===== config.mk =====
export PLATFORM = sky130hd
export DESIGN_NAME = radix_integer_to_digits
export DESIGN_NICKNAME = d
export VERILOG_FILES = /design/src/rid_pkg.sv /design/src/rid_queue.sv /design/src/rid_front.sv /design/src/rid_back.sv /design/src/radix_integer_to_digits.sv
export SDC_FILE = /design/constraint.sdc
export NUM_CORES = 2
export LEC_CHECK = 0
export BUFFER_PORTS_ARGS = -buffer_cell sky130_fd_sc_hd__buf_2
export CORE_MARGIN = 1.5
export CORE_UTILIZATION = 30
export DETAILED_ROUTE_END_ITERATION = 12
export GPL_TIMING_DRIVEN = 0
export PLACE_DENSITY = 0.46
export SKIP_CTS_REPAIR_TIMING = 1
export SYNTH_ARGS = -nofsm -noshare
export SYNTH_HDL_FRONTEND = slang
export SYNTH_SLANG_ARGS = --single-unit

===== constraint.sdc =====
create_clock -name i_clk -period 45.9 [get_ports i_clk]
set_input_delay 6.885 -clock i_clk [delete_from_list [all_inputs] [get_ports i_clk]]
set_output_delay 6.885 -clock i_clk [all_outputs]
set_load 0.02 [all_outputs]

===== src/rid_pkg.sv =====
package rid_pkg;

    localparam int VALUE_BITS  = 32;
    localparam int MAX_DIGITS  = 32;
    localparam int CHAR_BITS   = 8;
    localparam int COUNT_BITS  = 6;
    localparam int DIGIT_BITS  = $clog2(MAX_DIGITS);
    localparam int CFG_IDX_W   = 3;
    localparam int CFG_DATA_W  = 64;

    // quotient bits retired per division cycle
    localparam int DIV_BITS    = 8;
    localparam int DIV_STEPS   = VALUE_BITS / DIV_BITS;
    localparam int DIV_STEP_W  = $clog2(DIV_STEPS);

    localparam int QDEPTH      = 2;
    localparam int QPTR_W      = $clog2(QDEPTH);

    localparam logic [CHAR_BITS-1:0] CH_PLUS  = 8'h2B;
    localparam logic [CHAR_BITS-1:0] CH_MINUS = 8'h2D;
    localparam logic [CHAR_BITS-1:0] CH_NONE  = 8'h00;

    typedef enum logic [CFG_IDX_W-1:0] {
        REG_DIGIT_COUNT = 3'd0,
        REG_ALPHA_0     = 3'd1,
        REG_ALPHA_1     = 3'd2,
        REG_ALPHA_2     = 3'd3,
        REG_ALPHA_3     = 3'd4
    } t_reg_idx;

    typedef logic [MAX_DIGITS-1:0][CHAR_BITS-1:0] t_alpha;

    typedef struct packed {
        logic                  bad;
        logic                  neg;
        logic [VALUE_BITS-1:0] mag;
    } t_job;

    typedef enum logic [1:0] {
        F_IDLE,
        F_CHECK,
        F_PUSH
    } t_front_state;

    typedef enum logic [1:0] {
        B_IDLE,
        B_DIV,
        B_EMIT
    } t_back_state;

endpackage


===== src/rid_queue.sv =====
module rid_queue
    import rid_pkg::*;
(
    input  logic i_clk,
    input  logic i_rst_n,
    input  logic i_push,
    input  t_job i_job,
    input  logic i_pop,
    output logic o_full,
    output logic o_valid,
    output t_job o_job
);

    t_job              r_mem [QDEPTH];
    logic [QPTR_W-1:0] r_wr_ptr;
    logic [QPTR_W-1:0] r_rd_ptr;
    logic [QPTR_W:0]   r_count;

    logic do_push;
    logic do_pop;

    assign o_full  = (r_count == (QPTR_W+1)'(QDEPTH));
    assign o_valid = (r_count != '0);
    assign o_job   = r_mem[r_rd_ptr];
    assign do_push = i_push && !o_full;
    assign do_pop  = i_pop && o_valid;

    always_ff @(posedge i_clk) begin
        if (!i_rst_n) begin
            r_wr_ptr <= '0;
            r_rd_ptr <= '0;
            r_count  <= '0;
        end else begin
            if (do_push) begin
                r_wr_ptr <= r_wr_ptr + 1'b1;
            end
            if (do_pop) begin
                r_rd_ptr <= r_rd_ptr + 1'b1;
            end
            case ({do_push, do_pop})
                2'b10:   r_count <= r_count + 1'b1;
                2'b01:   r_count <= r_count - 1'b1;
                default: r_count <= r_count;
            endcase
        end
    end

    always_ff @(posedge i_clk) begin
        if (do_push) begin
            r_mem[r_wr_ptr] <= i_job;
        end
    end

endmodule


===== src/rid_front.sv =====
module rid_front
    import rid_pkg::*;
(
    input  logic                         i_clk,
    input  logic                         i_rst_n,
    input  logic                         start,
    output logic                         busy,
    input  logic signed [VALUE_BITS-1:0] i_value,
    input  logic [COUNT_BITS-1:0]        i_digit_count,
    input  t_alpha                       i_alpha,
    input  logic                         i_q_full,
    output logic                         o_push,
    output t_job                         o_job
);

    t_front_state          r_state;
    t_front_state          n_state;
    logic [DIGIT_BITS-1:0] r_idx;
    logic [DIGIT_BITS-1:0] n_idx;
    logic                  r_bad;
    logic                  n_bad;
    logic                  r_neg;
    logic [VALUE_BITS-1:0] r_mag;

    logic                  accept;
    logic                  count_bad;
    logic                  char_bad;
    logic [CHAR_BITS-1:0]  cur_char;

    assign busy   = (r_state != F_IDLE);
    assign accept = start && !busy;

    assign count_bad = (i_digit_count < COUNT_BITS'(2))
                    || (i_digit_count > COUNT_BITS'(MAX_DIGITS));

    // character r_idx against the sign characters and every later used one
    assign cur_char = i_alpha[r_idx];
    always_comb begin
        char_bad = (cur_char == CH_PLUS) || (cur_char == CH_MINUS);
        for (int j = 0; j < MAX_DIGITS; j++) begin
            if ((COUNT_BITS'(j) > {1'b0, r_idx}) && (COUNT_BITS'(j) < i_digit_count)
                && (i_alpha[j] == cur_char)) begin
                char_bad = 1'b1;
            end
        end
    end

    always_comb begin
        n_state = r_state;
        n_idx   = r_idx;
        n_bad   = r_bad;
        o_push  = 1'b0;
        case (r_state)
            F_IDLE: begin
                if (accept) begin
                    n_idx = '0;
                    n_bad = count_bad;
                    n_state = count_bad ? F_PUSH : F_CHECK;
                end
            end
            F_CHECK: begin
                if (char_bad) begin
                    n_bad   = 1'b1;
                    n_state = F_PUSH;
                end else if ({1'b0, r_idx} == i_digit_count - 1'b1) begin
                    n_state = F_PUSH;
                end else begin
                    n_idx = r_idx + 1'b1;
                end
            end
            F_PUSH: begin
                if (!i_q_full) begin
                    o_push  = 1'b1;
                    n_state = F_IDLE;
                end
            end
            default: n_state = F_IDLE;
        endcase
    end

    always_ff @(posedge i_clk) begin
        if (!i_rst_n) begin
            r_state <= F_IDLE;
            r_idx   <= '0;
            r_bad   <= 1'b0;
        end else begin
            r_state <= n_state;
            r_idx   <= n_idx;
            r_bad   <= n_bad;
        end
    end

    // most negative value negates to 2^31, which fits the unsigned magnitude
    always_ff @(posedge i_clk) begin
        if (accept) begin
            r_neg <= i_value[VALUE_BITS-1];
            r_mag <= i_value[VALUE_BITS-1] ? (~i_value + 1'b1) : i_value;
        end
    end

    assign o_job.bad = r_bad;
    assign o_job.neg = r_neg;
    assign o_job.mag = r_mag;

endmodule


===== src/rid_back.sv =====
module rid_back
    import rid_pkg::*;
(
    input  logic                  i_clk,
    input  logic                  i_rst_n,
    input  logic                  i_q_valid,
    input  t_job                  i_job,
    output logic                  o_pop,
    input  logic [COUNT_BITS-1:0] i_digit_count,
    input  t_alpha                i_alpha,
    output logic                  o_valid,
    output logic [CHAR_BITS-1:0]  o_char_out,
    output logic                  o_last,
    output logic                  o_status
);

    // DIV_BITS steps of restoring division; remainder stays below the radix
    function automatic logic [COUNT_BITS+VALUE_BITS-1:0] div_step(
        input logic [VALUE_BITS-1:0] q,
        input logic [COUNT_BITS-1:0] r,
        input logic [COUNT_BITS-1:0] d
    );
        logic [VALUE_BITS-1:0] qq;
        logic [COUNT_BITS-1:0] rr;
        qq = q;
        rr = r;
        for (int k = 0; k < DIV_BITS; k++) begin
            rr = {rr[COUNT_BITS-2:0], qq[VALUE_BITS-1]};
            qq = {qq[VALUE_BITS-2:0], 1'b0};
            if (rr >= d) begin
                rr    = rr - d;
                qq[0] = 1'b1;
            end
        end
        return {rr, qq};
    endfunction

    t_back_state           r_state,  n_state;
    logic [VALUE_BITS-1:0] r_quot,   n_quot;
    logic [COUNT_BITS-1:0] r_rem,    n_rem;
    logic [DIV_STEP_W-1:0] r_step,   n_step;
    logic [COUNT_BITS-1:0] r_total,  n_total;
    logic [DIGIT_BITS-1:0] r_idx,    n_idx;
    logic                  r_rd_valid, n_rd_valid;
    logic                  r_rd_last,  n_rd_last;
    logic [DIGIT_BITS-1:0] r_rd_data;
    logic                  r_out_valid, n_out_valid;
    logic [CHAR_BITS-1:0]  r_out_char,  n_out_char;
    logic                  r_out_last,  n_out_last;
    logic                  r_out_status, n_out_status;

    logic [DIGIT_BITS-1:0] digit_mem [MAX_DIGITS];
    logic                  mem_we;
    logic                  rd_en;

    logic [VALUE_BITS-1:0] div_q;
    logic [COUNT_BITS-1:0] div_r;

    assign {div_r, div_q} = div_step(r_quot, r_rem, i_digit_count);

    always_comb begin
        n_state      = r_state;
        n_quot       = r_quot;
        n_rem        = r_rem;
        n_step       = r_step;
        n_total      = r_total;
        n_idx        = r_idx;
        n_rd_valid   = 1'b0;
        n_rd_last    = r_rd_last;
        n_out_valid  = 1'b0;
        n_out_char   = r_out_char;
        n_out_last   = r_out_last;
        n_out_status = r_out_status;
        o_pop        = 1'b0;
        mem_we       = 1'b0;
        rd_en        = 1'b0;

        if (r_rd_valid) begin
            n_out_valid  = 1'b1;
            n_out_char   = i_alpha[r_rd_data];
            n_out_last   = r_rd_last;
            n_out_status = 1'b0;
        end

        case (r_state)
            B_IDLE: begin
                // wait for the last digit to leave the read stage
                if (i_q_valid && !r_rd_valid) begin
                    o_pop = 1'b1;
                    if (i_job.bad) begin
                        n_out_valid  = 1'b1;
                        n_out_char   = CH_NONE;
                        n_out_last   = 1'b1;
                        n_out_status = 1'b1;
                    end else begin
                        if (i_job.neg) begin
                            n_out_valid  = 1'b1;
                            n_out_char   = CH_MINUS;
                            n_out_last   = 1'b0;
                            n_out_status = 1'b0;
                        end
                        n_quot  = i_job.mag;
                        n_rem   = '0;
                        n_step  = '0;
                        n_total = '0;
                        n_state = B_DIV;
                    end
                end
            end
            B_DIV: begin
                n_quot = div_q;
                n_rem  = div_r;
                n_step = r_step + 1'b1;
                if (r_step == DIV_STEP_W'(DIV_STEPS - 1)) begin
                    // one digit done; zero input still yields one digit
                    mem_we  = 1'b1;
                    n_total = r_total + 1'b1;
                    n_rem   = '0;
                    n_step  = '0;
                    if (div_q == '0) begin
                        n_idx   = r_total[DIGIT_BITS-1:0];
                        n_state = B_EMIT;
                    end
                end
            end
            B_EMIT: begin
                rd_en      = 1'b1;
                n_rd_valid = 1'b1;
                n_rd_last  = (r_idx == '0);
                n_idx      = r_idx - 1'b1;
                if (r_idx == '0) begin
                    n_state = B_IDLE;
                end
            end
            default: n_state = B_IDLE;
        endcase
    end

    always_ff @(posedge i_clk) begin
        if (!i_rst_n) begin
            r_state     <= B_IDLE;
            r_quot      <= '0;
            r_total     <= '0;
            r_step      <= '0;
            r_rd_valid  <= 1'b0;
            r_out_valid <= 1'b0;
        end else begin
            r_state     <= n_state;
            r_quot      <= n_quot;
            r_total     <= n_total;
            r_step      <= n_step;
            r_rd_valid  <= n_rd_valid;
            r_out_valid <= n_out_valid;
        end
    end

    always_ff @(posedge i_clk) begin
        r_rem        <= n_rem;
        r_idx        <= n_idx;
        r_rd_last    <= n_rd_last;
        r_out_char   <= n_out_char;
        r_out_last   <= n_out_last;
        r_out_status <= n_out_status;
    end

    always_ff @(posedge i_clk) begin
        if (mem_we) begin
            digit_mem[r_total[DIGIT_BITS-1:0]] <= div_r[DIGIT_BITS-1:0];
        end
        if (rd_en) begin
            r_rd_data <= digit_mem[r_idx];
        end
    end

    assign o_valid    = r_out_valid;
    assign o_char_out = r_out_char;
    assign o_last     = r_out_last;
    assign o_status   = r_out_status;

endmodule


===== src/radix_integer_to_digits.sv =====
// Converts a signed 32-bit value to text in radix digit_count, one character
// per o_valid pulse, most significant digit first, o_last on the final one;
// a negative value leads with '-'. Results come as one-cycle strobes that
// cannot be held off. The front checks one alphabet character per cycle; the
// back divides by the radix 8 quotient bits per cycle, then reads one digit
// per cycle from the digit memory. A two-entry queue lets the next item be
// checked while the current one is divided and emitted; busy is high while
// the front is checking an item or waiting to push it into the queue. An
// invalid digit count or alphabet yields a single result with status = 1,
// char_out = 0 and last = 1. Configuration must be written only while no item
// is in flight; the block itself does not enforce this. Indexes above 4 are
// ignored.
module radix_integer_to_digits
    import rid_pkg::*;
(
    input  logic                         i_clk,
    input  logic                         i_rst_n,
    input  logic                         start,
    output logic                         busy,
    input  logic signed [VALUE_BITS-1:0] i_value,
    input  logic                         i_cfg_we,
    input  logic [CFG_IDX_W-1:0]         i_cfg_idx,
    input  logic [CFG_DATA_W-1:0]        i_cfg_data,
    output logic                         o_valid,
    output logic [CHAR_BITS-1:0]         o_char_out,
    output logic                         o_last,
    output logic                         o_status
);

    logic [COUNT_BITS-1:0] r_digit_count;
    logic [CFG_DATA_W-1:0] r_alpha_0;
    logic [CFG_DATA_W-1:0] r_alpha_1;
    logic [CFG_DATA_W-1:0] r_alpha_2;
    logic [CFG_DATA_W-1:0] r_alpha_3;

    t_alpha alpha;
    logic   q_full;
    logic   q_valid;
    logic   push;
    logic   pop;
    t_job   push_job;
    t_job   pop_job;

    always_ff @(posedge i_clk) begin
        if (!i_rst_n) begin
            r_digit_count <= '0;
            r_alpha_0     <= '0;
            r_alpha_1     <= '0;
            r_alpha_2     <= '0;
            r_alpha_3     <= '0;
        end else if (i_cfg_we) begin
            case (i_cfg_idx)
                REG_DIGIT_COUNT: r_digit_count <= i_cfg_data[COUNT_BITS-1:0];
                REG_ALPHA_0:     r_alpha_0     <= i_cfg_data;
                REG_ALPHA_1:     r_alpha_1     <= i_cfg_data;
                REG_ALPHA_2:     r_alpha_2     <= i_cfg_data;
                REG_ALPHA_3:     r_alpha_3     <= i_cfg_data;
                default: ;
            endcase
        end
    end

    // character k sits in byte k of the concatenated words
    assign alpha = {r_alpha_3, r_alpha_2, r_alpha_1, r_alpha_0};

    rid_front u_front (
        .i_clk         (i_clk),
        .i_rst_n       (i_rst_n),
        .start         (start),
        .busy          (busy),
        .i_value       (i_value),
        .i_digit_count (r_digit_count),
        .i_alpha       (alpha),
        .i_q_full      (q_full),
        .o_push        (push),
        .o_job         (push_job)
    );

    rid_queue u_queue (
        .i_clk   (i_clk),
        .i_rst_n (i_rst_n),
        .i_push  (push),
        .i_job   (push_job),
        .i_pop   (pop),
        .o_full  (q_full),
        .o_valid (q_valid),
        .o_job   (pop_job)
    );

    rid_back u_back (
        .i_clk         (i_clk),
        .i_rst_n       (i_rst_n),
        .i_q_valid     (q_valid),
        .i_job         (pop_job),
        .o_pop         (pop),
        .i_digit_count (r_digit_count),
        .i_alpha       (alpha),
        .o_valid       (o_valid),
        .o_char_out    (o_char_out),
        .o_last        (o_last),
        .o_status      (o_status)
    );

endmodule

==> results.py <==
metrics = {
    "status": {
        "status": "finished, violations left",
        "violations": "capacitance limit, slew limit",
    },
    "sta": {
        "setup_tns_ns": 0,
        "rsz0062_at_grt": "false",
        "maxSlewViolCount": 11,
        "relSlewSlack": -0.00744,
        "fmax_ghz": 0.0542,
        "hold_viol_final": 0,
        "period_needed_ns": 18.45,
        "fin_skew_ns": 0.0408,
        "fin_crit_sh": 0.402,
        "worst_slew_pin_slew_ns": 1.51,
        "setup_violations": 0,
        "setup_slack_ns": 27.45,
    },
    "floorplanning": {
        "die_h_um": 335,
        "top_level_ports": 115,
        "coreArea_um2": 109000,
        "dieArea_um2": 112000,
        "rows": 121,
        "start_util": 0.303,
        "die_x_um": 335,
    },
    "place": {
        "dpl_cell_area_um2": 35500,
        "preCtsSetupSlack_ns": 27.15,
        "port_buffers": 113,
        "gp_congestion": 1.06,
        "hpwl_um": 111000,
    },
    "global_routing": {
        "grt_pass1_wl_um": 201000,
        "grt_use_total": 0.254,
        "grt_max_degree": 34,
        "antenna_found_initial": 8,
        "grt_pass1_vias": 26400,
        "overflow": 0,
    },
    "run": {
        "maxCapViolCount": 2,
    },
    "critical_path": {
        "slowest_stage": "dfxtp_1",
        "criticalPathCategory": "flop to flop",
        "worstPathMaxFanout": 17,
        "critPathLaunchType": "flop",
        "endpoint_kind": "flop",
        "critPathArrivalTime_ns": 18.75,
        "cp_common_cell": "a21o_1",
        "slowest_delay_ns": 0.86,
        "cp.required_ns": 46.19,
    },
    "clock_tree": {
        "path_clk_slew_ns": 0.06,
        "clk_latency_ns": 0.67,
        "cts_num_sinks": 605,
        "cts_buffers": 70,
        "cts_tree": "yes",
        "cts_root_buffer": "clkbuf_16",
        "cts.htree.levels": 3,
        "clockBufferDepth": 3,
    },
    "synth": {
        "synth-simple-area-share": 0.135,
        "yosys.area_share.adder": 0.0302,
        "synth_seq_cells": 605,
        "muxShareOfSynthArea": 0.147,
        "syn_inst": 3239,
        "ys_async_sr_fraction": 0,
        "synth_top_family_by_area": "multiplexers",
        "synth_xor_area_frac": 0.0747,
        "synth-edff-count": 277,
        "synth_area_per_cell_um2": 10.2,
        "netlist_area_um2": 33000,
        "synth.yosys.seq_area_share": 0.450,
        "ys_types": 85,
        "synth-compound-area-share": 0.122,
        "ys.flop_type": "dfxtp_1",
        "synth_warnings": 0,
        "synth_nets": 3417,
    },
    "final_layout": {
        "final_area_um2": 37800,
        "layout_commonest_cell": "nand2_1",
        "nNetsFinal": 3607,
        "final_cell_mix": "nand2_1, dfxtp_1, a21oi_1",
        "fillers": 11200,
        "drive_gt1_frac": 0.138,
        "syn_to_final_growth_pct": 14.5,
    },
    "drt": {
        "ant_nets": 0,
        "wire_per_inst_um": 29.5,
        "drc": 0,
        "firstDrtPassIters": 6,
        "routed_wirelength_um": 144000,
        "drt_iter0_markers": 3205,
        "via_per_inst": 5.59,
        "vias": 27400,
    },
    "min_path": {
        "holdCritPathClass": "flop to flop",
    },
}
## area by class of cell
cell class,count,area [µm²],area share
multi-input combinational,2346,16800,0.445
timing repair buffer,118,651,0.0172
buffer,227,1130,0.0300
antenna,2,5.00,0.000132
sequential,605,14900,0.393
tap,1414,1770,0.0467
inverter,61,229,0.00605
clock buffer,106,2040,0.0539
clock inverter,20,288,0.00760
## state kept, by name, indices dropped and copies added, names as in the netlist, 5 cells and up, named ones only
signal	cells
u_back.r_quot	32
u_queue.r_mem	68
r_alpha_0	64
u_front.r_idx	5
u_back.o_char_out	8
u_back.r_rd_data	5
r_digit_count	6
r_alpha_1	64
u_back.r_total	5
r_alpha_3	64
u_back.r_rem	5
u_back.digit_mem	160
u_back.r_idx	5
r_alpha_2	64
u_front.r_mag	32
## through the flow
| stage | cells | utilization | hold WS, ns |
|---|---|---|---|
| global route | 4897 | 0.347 | 0.458 |
| detailed placement | 4770 | 0.326 | 0.429 |
| finish | 4899 | 0.347 | 0.440 |
| floorplan | 3239 | - | 0.421 |
| CTS | 4896 | 0.347 | 0.443 |
| global placement | 4766 | 0.325 | 0.425 |
## worst max-delay path: cells and delay by family (launching register included)
kind                       cells  cell delay (ns)
AOI/OAI and AO/OA             32             8.13
adders and majority gates      8             3.13
muxes                          6             2.21
and+or+nand+nor               11             2.07
buffers and inverters          5             1.63
DFF                            1             0.86
## routing by layer
metal | global-route usage | share of wire | vias up
met1 | 0.321 | 0.41 | 13500
met2 | 0.400 | 0.45 | 1357
met3 | 0.0599 | 0.085 | 367
met5 | 0 | 0.00033 | -
met4 | 0.136 | 0.059 | 8
li1 | - | - | 12200
## cell usage after synthesis (all sizes together), types with 58 or more instances
cell	count	area share
o22ai	59	0.012
clkbuf	151	0.017
edfxtp	277	0.25
inv	58	0.0066
mux4	123	0.084
dfxtp	328	0.20
buf	76	0.017
o21ai	101	0.016
mux2i	140	0.042
a21oi	321	0.049
nor2	164	0.019
xor2	152	0.040
nand2	584	0.067
ha	67	0.025
xnor2	130	0.034
mux2	59	0.020
## worst paths after layout
kind / start / endpoint / slack (ns) / cells after the start
worst min-delay path: u_front.r_mag[15] / u_queue.r_mem[0][15] / 0.44 / 0
worst min register to register: u_front.r_mag[15] / u_queue.r_mem[0][15] / 0.44 / 0
worst max-delay path: r_digit_count[1] / u_back.r_idx[4] / 27.45 / 62
worst max register to register: r_digit_count[1] / u_back.r_idx[4] / 27.45 / 62
## logic make-up after synthesis
logic type | after synthesis
xor gates and xnor gates | 282
adders and majority gates | 75
muxes | 322
AOI/OAI and AO/OA | 665
buffers and inverters | 288
and+or+nand+nor | 1002
DFF | 605
Power is not shown: default switching activity piles up to over one toggle a cycle in this logic, so the estimate is an artifact.
